## src/design/larc_pkg.sv

```systemverilog
// Shared types and constants for the aging raster cache.
package larc_pkg;

  localparam int unsigned DEFAULT_ENTRIES = 16;

  localparam int unsigned AGE_W     = 2;
  localparam int unsigned RASTER_W  = 7;
  localparam int unsigned SPRITE_W  = 8;
  localparam int unsigned SLOT_W    = 4;
  localparam int unsigned ADDR_W    = 32;
  localparam int unsigned SIZE_W    = 16;
  localparam int unsigned OFFSET_W  = 20;
  localparam int unsigned CNT_CFG_W = 5;
  localparam int unsigned CFG_IDX_W = 1;
  localparam int unsigned CFG_W     = 32;

  localparam logic [AGE_W-1:0]     AGE_DEAD      = 2'd0;
  localparam logic [AGE_W-1:0]     AGE_FRESH     = 2'd2;
  localparam logic [SPRITE_W-1:0]  SPRITE_RESET  = 8'hFF;
  localparam logic [CNT_CFG_W-1:0] ENTRIES_RESET = 5'd16;

  // configuration register indexes
  localparam logic [CFG_IDX_W-1:0] REG_ENTRIES_IN_USE = 1'd0;
  localparam logic [CFG_IDX_W-1:0] REG_ROM_BASE       = 1'd1;

  typedef enum logic [1:0] {
    ST_HIT    = 2'd0,
    ST_FILLED = 2'd1,
    ST_FULL   = 2'd2,
    ST_TICK   = 2'd3
  } status_e;

  typedef enum logic {
    ACT_LOOKUP = 1'b0,
    ACT_TICK   = 1'b1
  } action_e;

  // request token walking down the cell chain
  typedef struct packed {
    logic                vld;
    action_e             act;
    logic                hit;
    logic                free;
    logic [RASTER_W-1:0] raster;
    logic [SPRITE_W-1:0] sprite;
  } tok_t;

  // fill write broadcast from the chain end
  typedef struct packed {
    logic                en;
    logic [RASTER_W-1:0] raster;
    logic [SPRITE_W-1:0] sprite;
  } fill_t;

endpackage

```

## src/design/lazy_aging_raster_cache.sv

```systemverilog
// Top level of the aging raster cache: request intake, cell chain, result and fill.
//
// Usage:
//  - Command channel: raise start with action_i and the lookup fields; the command
//    transfers at the rising edge where start is high and busy is low.
//  - action_i = lookup searches entries 0..entries_in_use-1 for a live match on
//    raster_index_i and sprite_id_i. A hit renews the entry age; a miss fills the
//    lowest dead entry and reports fetch_address_o / fetch_size_o from
//    load_descriptor_i; no dead entry reports full. action_i = tick ages entries.
//  - Result: done_o pulses for one cycle with status_o, slot_o, fetch_address_o and
//    fetch_size_o. The receiver cannot stall; the result must be taken that cycle.
//  - Chain: the request token walks the chain one cell per cycle; done_o is registered
//    from the token leaving the chain end. One command is in flight at a time; busy
//    stays high until the token leaves the chain end, so a new command cannot transfer
//    before then.
//  - Config: cfg_we_i writes cfg_wdata_i to register cfg_idx_i (0 entries_in_use,
//    1 rom_base); write only while busy is low.
//  - Reset: all entries dead, raster keys 0, sprite keys 255, entries_in_use = 16,
//    rom_base = 0.
module lazy_aging_raster_cache #(
  parameter int unsigned CACHE_ENTRIES = larc_pkg::DEFAULT_ENTRIES
) (
  input  logic                            clk_i,
  input  logic                            rst_ni,
  input  logic                            start,
  output logic                            busy,
  input  logic                            action_i,
  input  logic [larc_pkg::RASTER_W-1:0]   raster_index_i,
  input  logic [larc_pkg::SPRITE_W-1:0]   sprite_id_i,
  input  logic [larc_pkg::ADDR_W-1:0]     load_descriptor_i,
  output logic                            done_o,
  output logic [1:0]                      status_o,
  output logic [larc_pkg::SLOT_W-1:0]     slot_o,
  output logic [larc_pkg::ADDR_W-1:0]     fetch_address_o,
  output logic [larc_pkg::SIZE_W-1:0]     fetch_size_o,
  input  logic                            cfg_we_i,
  input  logic [larc_pkg::CFG_IDX_W-1:0]  cfg_idx_i,
  input  logic [larc_pkg::CFG_W-1:0]      cfg_wdata_i
);
  import larc_pkg::*;

  localparam int unsigned IDX_W = (CACHE_ENTRIES > 1) ? $clog2(CACHE_ENTRIES) : 1;
  localparam int unsigned CNT_W = $clog2(CACHE_ENTRIES + 1);
  localparam int unsigned CMP_W = 8;

  // configuration registers
  logic [CNT_CFG_W-1:0] entries_q;
  logic [ADDR_W-1:0]    rom_base_q;
  logic [CNT_W-1:0]     act_cnt;

  always_ff @(posedge clk_i or negedge rst_ni) begin
    if (!rst_ni) begin
      entries_q  <= ENTRIES_RESET;
      rom_base_q <= '0;
    end else if (cfg_we_i) begin
      case (cfg_idx_i)
        REG_ENTRIES_IN_USE: entries_q  <= cfg_wdata_i[CNT_CFG_W-1:0];
        REG_ROM_BASE:       rom_base_q <= cfg_wdata_i[ADDR_W-1:0];
        default: ;
      endcase
    end
  end

  // entries_in_use above the cache size acts as the cache size
  always_comb begin
    if (CMP_W'(entries_q) > CMP_W'(CACHE_ENTRIES)) begin
      act_cnt = CNT_W'(CACHE_ENTRIES);
    end else begin
      act_cnt = CNT_W'(entries_q);
    end
  end

  // command intake
  logic        accept;
  logic        busy_q, busy_d;
  tok_t        tok0_q, tok0_d;
  logic [ADDR_W-1:0] desc_q;

  assign accept = start && !busy_q;
  assign busy   = busy_q;

  // chain wiring: index k feeds cell k, index CACHE_ENTRIES is the chain end
  tok_t             tok_w  [CACHE_ENTRIES+1];
  logic [IDX_W-1:0] hidx_w [CACHE_ENTRIES+1];
  logic [IDX_W-1:0] fidx_w [CACHE_ENTRIES+1];
  logic [CACHE_ENTRIES:0] vld_vec;
  fill_t            fill;
  logic [IDX_W-1:0] fill_idx;
  tok_t             tok_end;

  assign tok_w[0]  = tok0_q;
  assign hidx_w[0] = '0;
  assign fidx_w[0] = '0;
  assign tok_end   = tok_w[CACHE_ENTRIES];

  always_comb begin
    tok0_d        = '0;
    tok0_d.vld    = accept;
    tok0_d.act    = action_e'(action_i);
    tok0_d.raster = raster_index_i;
    tok0_d.sprite = sprite_id_i;
    busy_d        = busy_q;
    if (accept) begin
      busy_d = 1'b1;
    end else if (tok_end.vld) begin
      busy_d = 1'b0;
    end
  end

  always_ff @(posedge clk_i or negedge rst_ni) begin
    if (!rst_ni) begin
      busy_q <= 1'b0;
      tok0_q <= '0;
    end else begin
      busy_q <= busy_d;
      tok0_q <= tok0_d;
    end
  end

  // descriptor is only needed at the chain end
  always_ff @(posedge clk_i) begin
    if (accept) begin
      desc_q <= load_descriptor_i;
    end
  end

  for (genvar k = 0; k < CACHE_ENTRIES; k++) begin : g_cell
    larc_cell #(
      .CELL_IDX (k),
      .IDX_W    (IDX_W),
      .CNT_W    (CNT_W)
    ) u_cell (
      .clk_i      (clk_i),
      .rst_ni     (rst_ni),
      .act_cnt_i  (act_cnt),
      .tok_i      (tok_w[k]),
      .hit_idx_i  (hidx_w[k]),
      .free_idx_i (fidx_w[k]),
      .fill_i     (fill),
      .fill_idx_i (fill_idx),
      .tok_o      (tok_w[k+1]),
      .hit_idx_o  (hidx_w[k+1]),
      .free_idx_o (fidx_w[k+1])
    );
  end

  for (genvar k = 0; k <= CACHE_ENTRIES; k++) begin : g_vld
    assign vld_vec[k] = tok_w[k].vld;
  end

  // chain end: decide the result; a miss with a dead entry broadcasts the fill
  status_e           status_d;
  logic [SLOT_W-1:0] slot_d;
  logic [ADDR_W-1:0] addr_d;
  logic [SIZE_W-1:0] size_d;

  always_comb begin
    fill.en     = 1'b0;
    fill.raster = tok_end.raster;
    fill.sprite = tok_end.sprite;
    fill_idx    = fidx_w[CACHE_ENTRIES];
    status_d    = ST_FULL;
    slot_d      = '0;
    addr_d      = '0;
    size_d      = '0;
    if (tok_end.act == ACT_TICK) begin
      status_d = ST_TICK;
    end else if (tok_end.hit) begin
      status_d = ST_HIT;
      slot_d   = SLOT_W'(hidx_w[CACHE_ENTRIES]);
    end else if (tok_end.free) begin
      fill.en  = tok_end.vld;
      status_d = ST_FILLED;
      slot_d   = SLOT_W'(fidx_w[CACHE_ENTRIES]);
      addr_d   = rom_base_q + ADDR_W'(desc_q[OFFSET_W-1:0]);
      size_d   = {desc_q[ADDR_W-1:OFFSET_W], 4'b0000};
    end
  end

  logic              done_q;
  status_e           status_q;
  logic [SLOT_W-1:0] slot_q;
  logic [ADDR_W-1:0] addr_q;
  logic [SIZE_W-1:0] size_q;

  always_ff @(posedge clk_i or negedge rst_ni) begin
    if (!rst_ni) begin
      done_q <= 1'b0;
    end else begin
      done_q <= tok_end.vld;
    end
  end

  always_ff @(posedge clk_i) begin
    if (tok_end.vld) begin
      status_q <= status_d;
      slot_q   <= slot_d;
      addr_q   <= addr_d;
      size_q   <= size_d;
    end
  end

  assign done_o          = done_q;
  assign status_o        = status_q;
  assign slot_o          = slot_q;
  assign fetch_address_o = addr_q;
  assign fetch_size_o    = size_q;

  // at most one command travels the chain
  a_one_token: assert property (@(posedge clk_i) disable iff (!rst_ni)
    $countones(vld_vec) <= 1)
    else $error("more than one token in the cell chain");

  // nothing in flight while idle
  a_idle_empty: assert property (@(posedge clk_i) disable iff (!rst_ni)
    !busy_q |-> (vld_vec == '0))
    else $error("token in chain while not busy");

  // a fill always shows up as a filled result next cycle
  a_fill_result: assert property (@(posedge clk_i) disable iff (!rst_ni)
    fill.en |=> (done_o && (status_o == ST_FILLED)))
    else $error("fill without filled result");

  // every token leaving the chain produces a result
  a_done_src: assert property (@(posedge clk_i) disable iff (!rst_ni)
    tok_end.vld |=> done_o)
    else $error("chain end token produced no result");

endmodule

```

## src/design/larc_cell.sv

```systemverilog
// One cache entry cell: holds age and keys; the passing token updates the age, the fill broadcast writes age and keys.
module larc_cell #(
  parameter int unsigned CELL_IDX = 0,
  parameter int unsigned IDX_W    = 4,
  parameter int unsigned CNT_W    = 5
) (
  input  logic              clk_i,
  input  logic              rst_ni,
  input  logic [CNT_W-1:0]  act_cnt_i,
  input  larc_pkg::tok_t    tok_i,
  input  logic [IDX_W-1:0]  hit_idx_i,
  input  logic [IDX_W-1:0]  free_idx_i,
  input  larc_pkg::fill_t   fill_i,
  input  logic [IDX_W-1:0]  fill_idx_i,
  output larc_pkg::tok_t    tok_o,
  output logic [IDX_W-1:0]  hit_idx_o,
  output logic [IDX_W-1:0]  free_idx_o
);
  import larc_pkg::*;

  localparam logic [IDX_W-1:0] MY_IDX = IDX_W'(CELL_IDX);
  localparam logic [CNT_W-1:0] MY_CNT = CNT_W'(CELL_IDX);

  logic [AGE_W-1:0]    age_q, age_d;
  logic [RASTER_W-1:0] raster_q, raster_d;
  logic [SPRITE_W-1:0] sprite_q, sprite_d;
  tok_t                tok_q, tok_d;
  logic [IDX_W-1:0]    hidx_q, hidx_d;
  logic [IDX_W-1:0]    fidx_q, fidx_d;

  logic in_use, live, match;

  assign in_use = MY_CNT < act_cnt_i;
  assign live   = age_q != AGE_DEAD;
  assign match  = (raster_q == tok_i.raster) && (sprite_q == tok_i.sprite);

  always_comb begin
    age_d    = age_q;
    raster_d = raster_q;
    sprite_d = sprite_q;
    tok_d    = tok_i;
    hidx_d   = hit_idx_i;
    fidx_d   = free_idx_i;
    if (tok_i.vld && in_use) begin
      if (tok_i.act == ACT_TICK) begin
        if (live) begin
          age_d = age_q - AGE_W'(1);
        end
      end else if (live && match && !tok_i.hit) begin
        age_d     = AGE_FRESH;
        tok_d.hit = 1'b1;
        hidx_d    = MY_IDX;
      end else if (!live && !tok_i.free) begin
        tok_d.free = 1'b1;
        fidx_d     = MY_IDX;
      end
    end
    if (fill_i.en && (fill_idx_i == MY_IDX)) begin
      age_d    = AGE_FRESH;
      raster_d = fill_i.raster;
      sprite_d = fill_i.sprite;
    end
  end

  always_ff @(posedge clk_i or negedge rst_ni) begin
    if (!rst_ni) begin
      age_q    <= AGE_DEAD;
      raster_q <= '0;
      sprite_q <= SPRITE_RESET;
      tok_q    <= '0;
    end else begin
      age_q    <= age_d;
      raster_q <= raster_d;
      sprite_q <= sprite_d;
      tok_q    <= tok_d;
    end
  end

  always_ff @(posedge clk_i) begin
    hidx_q <= hidx_d;
    fidx_q <= fidx_d;
  end

  assign tok_o      = tok_q;
  assign hit_idx_o  = hidx_q;
  assign free_idx_o = fidx_q;

endmodule
```

## config.mk

```make
export PLATFORM = sky130hd
export DESIGN_NAME = lazy_aging_raster_cache
export DESIGN_NICKNAME = d
export VERILOG_FILES = /design/src/design/larc_pkg.sv /design/src/design/lazy_aging_raster_cache.sv /design/src/design/larc_cell.sv
export SDC_FILE = /design/constraint.sdc
export NUM_CORES = 1
export LEC_CHECK = 0
export BUFFER_PORTS_ARGS = -buffer_cell sky130_fd_sc_hd__buf_2
export CAP_MARGIN = 20
export CORE_MARGIN = 1
export CORE_UTILIZATION = 50
export CTS_CLUSTER_DIAMETER = 80
export DETAILED_ROUTE_END_ITERATION = 6
export PLACE_DENSITY = 0.68
export SLEW_MARGIN = 40
export SYNTH_ARGS = -nofsm -noshare
export SYNTH_HDL_FRONTEND = slang
export SYNTH_SLANG_ARGS = --single-unit
export TNS_END_PERCENT = 100
```

## constraint.sdc

```tcl
create_clock -name clk_i -period 3.82 [get_ports clk_i]
set_input_delay 0.382 -clock clk_i [delete_from_list [all_inputs] [get_ports clk_i]]
set_output_delay 0.382 -clock clk_i [all_outputs]
set_load 0.005 [all_outputs]
```

---- After elaboration in Yosys (flattened, before gate mapping) ----
Index checks and enable logic that the tools add are counted.
W data, S select, Z words.
operators by class
  reduce and logical (&&, ||, !) cells .... 213
  divide/modulo/power cells ............... 0
  shift-type cells ........................ 0
  magnitude comparators ................... 17
  eq/ne operators ......................... 63
  muxes and demuxes ....................... 270
  add/sub/neg operators ................... 17
  bitwise gates (word level) .............. 3
  $mul .................................... 0
operator list
  kind                   count
  $mux W4                100
  $mux W2                114
  $eq A8 B8 Y1           16
  $eq A7 B7 Y1           16
  $logic_and A1 B1 Y1    95
  $reduce_bool A2 Y1     33
  $mux W1                55
  $ne A3 B1 Y1 const B   16
  $reduce_and A3 Y1      16
  $reduce_bool A3 Y1     16
  $logic_not A1 Y1       46
  $lt A4 B5 Y1 const A   8
  $add A32 B20 Y32       1
  $eq A4 B4 Y1 const B   8
  $sub A2 B1 Y2 const B  16
  $lt A3 B5 Y1 const A   4
  $eq A4 B3 Y1 const B   4
  $lt A1 B5 Y1 const A   2
  $lt A2 B5 Y1 const A   2
  $eq A4 B2 Y1 const B   2
  $reduce_or A3 Y1       2
  $gt A5 B5 Y1 const B   1
  $mux W5                1
  $eq A4 B1 Y1 const B   1
  other kinds (4)        8
storage, ports and cells
  input bits .............................. 85
  word-level logic and storage cells ...... 771
  bits in registers ....................... 838
  bits in writable memories ............... 0
  memory bits (read-only) ................. 0
  output and inout port bits .............. 56
  bits in latches ......................... 0
  memories ................................ 0

---- Depth between registers and ports, before layout ----
Gate-level depths: netlist of the first run.
  word-level depth ........................ 8
  depth in mapped cells ................... 9
  depth with buffers taken out ............ 9

---- By module ----
A second synthesis of the first run with hierarchy kept.
second synthesis, totals
  cells, all modules ...................... 2,263
  area, all modules ....................... 32,138.3 um^2
by module, submodules not included
  module                         area each (um^2)  times used  seq. area each (um^2)  cells an instance
  lazy_aging_raster_cache        6,115.9           1           3,865.0                466
  larc_cell (g_cell[14].u_cell)  1,676.6           1           1,071.0                113
  larc_cell (g_cell[0].u_cell)   1,672.9           1           1,071.0                112
  larc_cell (g_cell[11].u_cell)  1,670.4           1           1,071.0                115
  larc_cell (g_cell[2].u_cell)   1,655.3           1           1,071.0                115
  larc_cell (g_cell[5].u_cell)   1,655.3           1           1,071.0                114
  larc_cell (g_cell[1].u_cell)   1,621.6           1           1,071.0                107
  larc_cell (g_cell[8].u_cell)   1,619.1           1           1,071.0                106
  larc_cell (g_cell[4].u_cell)   1,617.8           1           1,071.0                110
  larc_cell (g_cell[13].u_cell)  1,616.6           1           1,071.0                145
  larc_cell (g_cell[7].u_cell)   1,611.5           1           1,071.0                112
  larc_cell (g_cell[3].u_cell)   1,609.0           1           1,071.0                110
  larc_cell (g_cell[12].u_cell)  1,607.8           1           1,071.0                109
  larc_cell (g_cell[9].u_cell)   1,607.8           1           1,071.0                107
  3 more rows                    n/a               n/a         n/a                    n/a

---- Least setup slack after synthesis of the first run ----
OpenSTA, ideal clock, no wires.
  path kind ............................... register to register
  start point ............................. register g_cell[15].u_cell.tok_q, in the netlist g_cell[15].u_cell.tok_o[18]
  end point ............................... register g_cell[14].u_cell.raster_q[6]
  required time ........................... 3.695 ns
  data arrival time ....................... 2.968 ns
  period minus slack after synthesis ...... 3.093 ns
  buffers on the path ..................... 2
  stages on the path, launching flop included .. 7
  slack ................................... 0.727 ns
  library setup time ...................... 0.125 ns
  path through ............................ dfrtp_1 -> nand2_1 -> nor3b_1 -> and3_1 -> buf_4 -> buf_4 -> mux2_2
between the ends
  cells in the longest elaborated chain, start to end .. 4
ends and longest elaborated chain
  what                    RTL line                        source
  start, declared         larc_cell.sv:27                 tok_t tok_q, tok_d;
  start signal, assigned  larc_cell.sv:75                 tok_q <= tok_d;
  $mux W1                 lazy_aging_raster_cache.sv:171  end else if (tok_end.free) begin
  $mux W1                 lazy_aging_raster_cache.sv:168  end else if (tok_end.hit) begin
  $mux W1                 lazy_aging_raster_cache.sv:166  if (tok_end.act == ACT_TICK) begin
  $logic_and A1 B1 Y1     larc_cell.sv:58                 if (fill_i.en && (fill_idx_i == MY_IDX)) begin
  end signal, assigned    larc_cell.sv:73                 raster_q <= raster_d;
  end, declared           larc_cell.sv:25                 logic [RASTER_W-1:0] raster_q, raster_d;
Every way passes these cells.
A chain may end at the register's enable or synchronous reset.

---- Worst setup path after layout of the first run ----
  start point ............................. register g_cell[15].u_cell.tok_q, in the netlist g_cell[15].u_cell.tok_o[16]
  end point ............................... register g_cell[12].u_cell.raster_q[0]
between the ends
  cells in the longest elaborated chain, start to end .. 3
ends and longest elaborated chain
  what                  RTL line
  $mux W1               lazy_aging_raster_cache.sv:168
  $mux W1               lazy_aging_raster_cache.sv:166
  $logic_and A1 B1 Y1   larc_cell.sv:58
  end signal, assigned  larc_cell.sv:73
  end, declared         larc_cell.sv:25
Every way passes these cells.

==> flow_summary.json, run 1 <==
{
  "status": "finished, final reports clean",
  "clk_pin_slew_worst_paths_ps": 60,
  "p_leak_nw": 16.04,
  "grt_pass1_vias": 17980,
  "area_delta_synth_final_pct": 17.55,
  "seq_area_frac_synth": 0.6695,
  "reg2regPathDepth": 7,
  "synth_edf_count": 82,
  "wl_um": 62250,
  "cp-start-kind": "flip-flop",
  "peakVddDrop_uv": 536.8,
  "skew_ps": 25.22,
  "grt.total_usage": 0.2039,
  "root_buffer": "clkbuf_16",
  "ys_ff_latch": 812,
  "max_freq_mhz": 333.1,
  "cts_resized": 0,
  "vias_per_cell": 5.177,
  "io_buffers": 136,
  "die_area_sq_um": 61930,
  "final_common_cell": "dfrtp_1",
  "setup_viol": 0,
  "cp_data_required_time_ps": 4310,
  "drive_above_1_share": 0.3213,
  "numCtsBuffers": 83,
  "final_antenna_net_count": 0,
  "cts_max_level": 3,
  "clk_latency_ps": 630,
  "firstDrtPassIters": 5,
  "cp-end-kind": "flip-flop",
  "io_pins": 141,
  "placed_area_sq_um": 32210,
  "fin_setup_tns_ps": 0,
  "synthArstFlopShare": 0.7783,
  "max-cap-violations": 0,
  "initial_core_util": 0.5058,
  "worst_pin_slew_ps": 848.1,
  "path_buf_inv": 1,
  "die_h_um": 248.9,
  "fin_crit_sh": 0.7859,
  "max_stage_delay_ps": 700,
  "fp.dieW_um": 248.9,
  "hold_slack_ps": 151.8,
  "holdPathStages": 2,
  "critPathArrivalTime_ps": 3490,
  "synth_area_sq_um": 30470,
  "holdCritPathClass": "in2reg",
  "nets": 2541,
  "avgRoutedWirePerCell_um": 19.02,
  "clock_sinks": 812,
  "clk_path_buf_depth": 3,
  "tritoncts": "yes",
  "path_max_fanout": 21,
  "dr_total_vias": 16940,
  "place_congestion": 0.8345,
  "drtIter0Drc": 867,
  "grt_max_degree": 85,
  "drc": 0,
  "maxSlewViolCount": 0,
  "path_class": "reg2reg",
  "cp_slowest_cell": "nor2_2",
  "rsz0062_at_grt": "false",
  "yosysWarnings": 0,
  "hold_viol": 0,
  "antenna_found_initial": 2,
  "slew_headroom": 0.4346,
  "layout_common_cells": "dfrtp_1, mux2_2, xor2_1",
  "ys_types": 69,
  "syn_avg_cell_area_sq_um": 14.22,
  "worstPathCellList": "nor2b_4, and2b_1, buf_4, nand2_1, or3_1, nor2_2, mux2_2",
  "ys.flop_type": "dfrtp_1",
  "fin_crit_ps": 3002,
  "hpwl_um": 42520,
  "cp.depth": 7,
  "powerDensity_nw_per_um2": 617.0,
  "postLayoutCellArea_sq_um": 35820,
  "syn_inst": 2143,
  "rows": 90,
  "cp_top_family": "simple AND/OR/NAND/NOR gates",
  "grt_first_pass_wirelength_um": 98510,
  "core_sq_um": 60250,
  "grt_overflow": 0
}
stage by stage:
step	util	instances	setup slack [ps]	power (mW)
after floorplan	-	2146	726.9	12.96
after global placement	0.5336	3032	857.1	13.90
after detailed placement	0.5347	3035	842.9	14.10
after CTS	0.5944	3272	765.0	22.30
after global routing	0.5945	3273	634.9	23.07
final	0.5945	3273	817.8	22.10
what timing repair did:
| action | 4_1_cts | 5_1_grt |
|---|---|---|
| hold buffers | 81 | 0 |
| endpoints found under the hold margin | 119 | 0 |
| setup buffers | 0 | 0 |
synthesized netlist by cell type, drive strengths merged, types with 50 or more instances:
| cell type | number | area, sq um |
|---|---|---|
| a21oi | 50 | 250.2 |
| dfrtp | 503 | 12590 |
| dfstp | 129 | 3390 |
| dfxtp | 98 | 1962 |
| edfxtp | 82 | 2462 |
| inv | 51 | 191.4 |
| mux2 | 277 | 3119 |
| nand2 | 82 | 317.8 |
| nor2 | 78 | 302.8 |
| nor2b | 51 | 326.6 |
| or2 | 62 | 387.9 |
| xnor2 | 86 | 753.2 |
| xor2 | 168 | 1471 |
where the power goes:
group          total, mW  switching [mW]  leakage (nW)  internal (mW)
combinational       3.07            1.55          5.54           1.52
sequential          10.9           0.805          9.12           10.1
clock               8.09            3.25          1.38           4.83
kinds of logic (layout without fill, tap and decap cells):
kind of cell             after synthesis  after routing  synth area share
other                                  1              5         0.0001231
AND/OR/NAND/NOR                      499            499           0.09083
buffers and inverters                107            451           0.01503
adder cells (fa/ha/maj)               37             37           0.01544
multiplexers                         291            291            0.1070
XOR/XNOR                             254            254           0.07301
AO/OA/AOI/OAI                        142            142           0.02907
flip-flops                           812            812            0.6695
flip-flops by register name, indices dropped and copies added, names as in the netlist, 12 cells and up:
name / cells
g_cell.u_cell.age_q: 32
g_cell.u_cell.raster_q: 112
fetch_address_o: 32
g_cell.u_cell.hit_idx_o: 49
fetch_size_o: 12
tok0_q: 17
g_cell.u_cell.tok_o: 304
desc_q: 32
g_cell.u_cell.free_idx_o: 49
g_cell.u_cell.sprite_q: 128
rom_base_q: 32
cell type report:
class	count	area, sq um
antenna	1	2.502
multi-input combinational	1227	9642
clock inverter	23	245.2
tap	782	978.4
timing repair buffer	244	1807
clock buffer	133	2537
fill	4595	24430
sequential	812	20410
inverter	51	191.4
metal layers:
layer	vias up	wire length, um	GRT usage
li1	7927	-	-
met2	270	32690	0.3632
met3	116	1843	0.03177
met1	8630	26110	0.2542
met5	-	0	0
met4	0	1610	0.06513
worst paths after layout:
kind | start | to | slack [ps]
min | start | tok0_q[18] | 150
min reg2reg | g_cell[8].u_cell.tok_o[18] | g_cell[9].u_cell.tok_o[18] | 360
max | g_cell[15].u_cell.tok_o[16] | g_cell[12].u_cell.raster_q[0] | 820
min in group asynchronous | rst_ni | g_cell[2].u_cell.tok_o[15] | 280
max reg2reg | g_cell[15].u_cell.tok_o[16] | g_cell[12].u_cell.raster_q[0] | 820
max in group asynchronous | rst_ni | g_cell[14].u_cell.sprite_q[2] | 2300
Note: power is estimated with default switching activity, not from simulation.
==> inputs of run 2 (changes only) <==
PLACE_DENSITY = 0.71   (was 0.68)
clock period = 2.6 ns   (was 3.82 ns; I/O delays follow)
==> run 2 against run 1 <==
Design area is 1.2% higher. Clock skew is 3.6 ps higher. Highest routed layer unchanged. Largest power group unchanged. Sequential power is 48% higher.
==> flow_summary.json, run 2 (same netlist as run 1, synthesis figures left out) <==
{
  "fin_setup_tns_ps": 0,
  "slew_headroom": 0.4447,
  "path_max_fanout": 5,
  "place_congestion": 0.8316,
  "die_h_um": 248.9,
  "clk_path_buf_depth": 3,
  "fin_crit_ps": 2571,
  "initial_core_util": 0.5058,
  "grt_overflow": 0,
  "grt_max_degree": 102,
  "skew_ps": 28.78,
  "fin_crit_sh": 0.9888,
  "hold_viol": 0,
  "p_total_mw": 32.84,
  "p_clk_frac": 0.367,
  "p_comb_frac": 0.144,
  "hpwl_um": 42480,
  "max_freq_mhz": 389.0,
  "final_common_cell": "dfrtp_1",
  "vias_per_cell": 5.198,
  "p_sw_mw": 8.474,
  "p_leak_nw": 16.21,
  "p_int_mw": 24.37,
  "numCtsBuffers": 82,
  "root_buffer": "clkbuf_16",
  "max-cap-violations": 0,
  "cp-end-kind": "flip-flop",
  "status": "finished, final reports clean",
  "setup_viol": 0,
  "path_class": "reg2reg",
  "critPathArrivalTime_ps": 3060,
  "core_sq_um": 60250,
  "nets": 2573,
  "grt_first_pass_wirelength_um": 99670,
  "drc": 0,
  "powerDensity_nw_per_um2": 906.1,
  "fp.dieW_um": 248.9,
  "drive_above_1_share": 0.3407,
  "cp_data_required_time_ps": 3090,
  "largest_reg_flops": 304,
  "rows": 90,
  "rsz0062_at_grt": "true",
  "drtIter0Drc": 939,
  "cts_max_level": 3,
  "die_area_sq_um": 61930,
  "netSwitchingFraction": 0.2580,
  "grt_pass1_vias": 18540,
  "firstDrtPassIters": 5,
  "antenna_found_initial": 3,
  "io_buffers": 136,
  "clk_latency_ps": 640,
  "seq_area_sq_um": 20410,
  "holdCritPathClass": "in2reg",
  "p_seq_frac": 0.489,
  "fin_ws_ps": 29.01,
  "nFillCells": 4492,
  "dpl_worst_slack_ps": -77.18,
  "multiInputGateArea_sq_um": 9798,
  "dr_total_vias": 17180,
  "layout_common_cells": "dfrtp_1, mux2_2, xor2_1",
  "wl_um": 62640,
  "cp-start-kind": "flip-flop",
  "tritoncts": "yes",
  "hold_slack_ps": 139.8,
  "area_delta_synth_final_pct": 18.95,
  "io_pins": 141,
  "clk_pin_slew_worst_paths_ps": 60,
  "final_antenna_net_count": 0,
  "maxSlewViolCount": 0,
  "worst_pin_slew_ps": 833.0,
  "clock_sinks": 812,
  "peakVddDrop_uv": 701.3,
  "grt.total_usage": 0.2066,
  "avgRoutedWirePerCell_um": 18.96
}
## run 2: cell count changes in the layout (fill, tap and decap cells not counted), sizes merged
| cell | delta |
|---|---|
| nor2 | +1 |
| inv | -2 |
| clkinvlp | +3 |
| clkinv | +6 |
| buf | +32 |
| clkbuf | -10 |
| bufinv | +1 |
## run 2: routing by layer
layer	track usage	routed length, um	up-vias
li1	-	-	7958
met3	0.03511	2131	130
met5	0	0	-
met1	0.2535	25840	8799
met2	0.3658	32760	288
met4	0.07560	1912	0
## run 2: worst max-delay path, cell delays in order, from the launching register on
cell and delay (ps):
edfxtp_1 420, ha_4 290, inv_2 40, or4_4 540, a211oi_4 220, o21a_2 240
nor2_4 70, or4_4 490, a21oi_2 120
## run 2: layout make-up
type	instances	share of cell area
diodes	1	0.00006904
well taps	782	0.02700
inverters	51	0.005282
clock inverters	31	0.01046
repair buffers	276	0.05572
clock buffers	123	0.06787
multi-input cells	1228	0.2703
flip-flops and latches	812	0.5633
## run 2: final timing paths
check	start	endpoint	slack, ps	depth (start not counted)
min in group asynchronous	rst_ni	g_cell[5].u_cell.tok_o[8]	180	2
min reg2reg	g_cell[11].u_cell.tok_o[18]	g_cell[12].u_cell.tok_o[18]	370	0
max	desc_q[6]	fetch_address_o[31]	30	8
max in group asynchronous	rst_ni	g_cell[7].u_cell.sprite_q[3]	1440	3
max reg2reg	desc_q[6]	fetch_address_o[31]	30	8
min	cfg_idx_i	entries_q[1]	140	3
## run 2: power by group through the flow
stage | registers, mW | clock network (mW) | logic, mW
2_1_floorplan | 15.9 | 0 | 3.16
3_3_place_gp | 16.2 | 0 | 4.35
3_5_place_dp | 16.3 | 0 | 4.54
4_1_cts | 16.0 | 12.3 | 4.70
5_1_grt | 16.3 | 12.8 | 5.29
6_report | 16.1 | 12.0 | 4.74
## run 2: stage by stage
step / cell area [sq um] / cells / utilization
after floorplan: 30480 / 2146 / -
after global placement: 32400 / 3066 / 0.5379
after detailed placement: 32410 / 3066 / 0.5380
after CTS: 36090 / 3301 / 0.5990
after global routing: 36240 / 3304 / 0.6016
final: 36240 / 3304 / 0.6016
## run 2: timing repair
| action | CTS | global route |
|---|---|---|
| hold buffers | 81 | 0 |
| setup endpoints to repair | 5 | 20 |
| setup buffers | 0 | 1 |
| pin swaps | 2 | 2 |
| gates resized for setup | 4 | 28 |
| endpoints found under the hold margin | 152 | 0 |
| cloned | 0 | 1 |
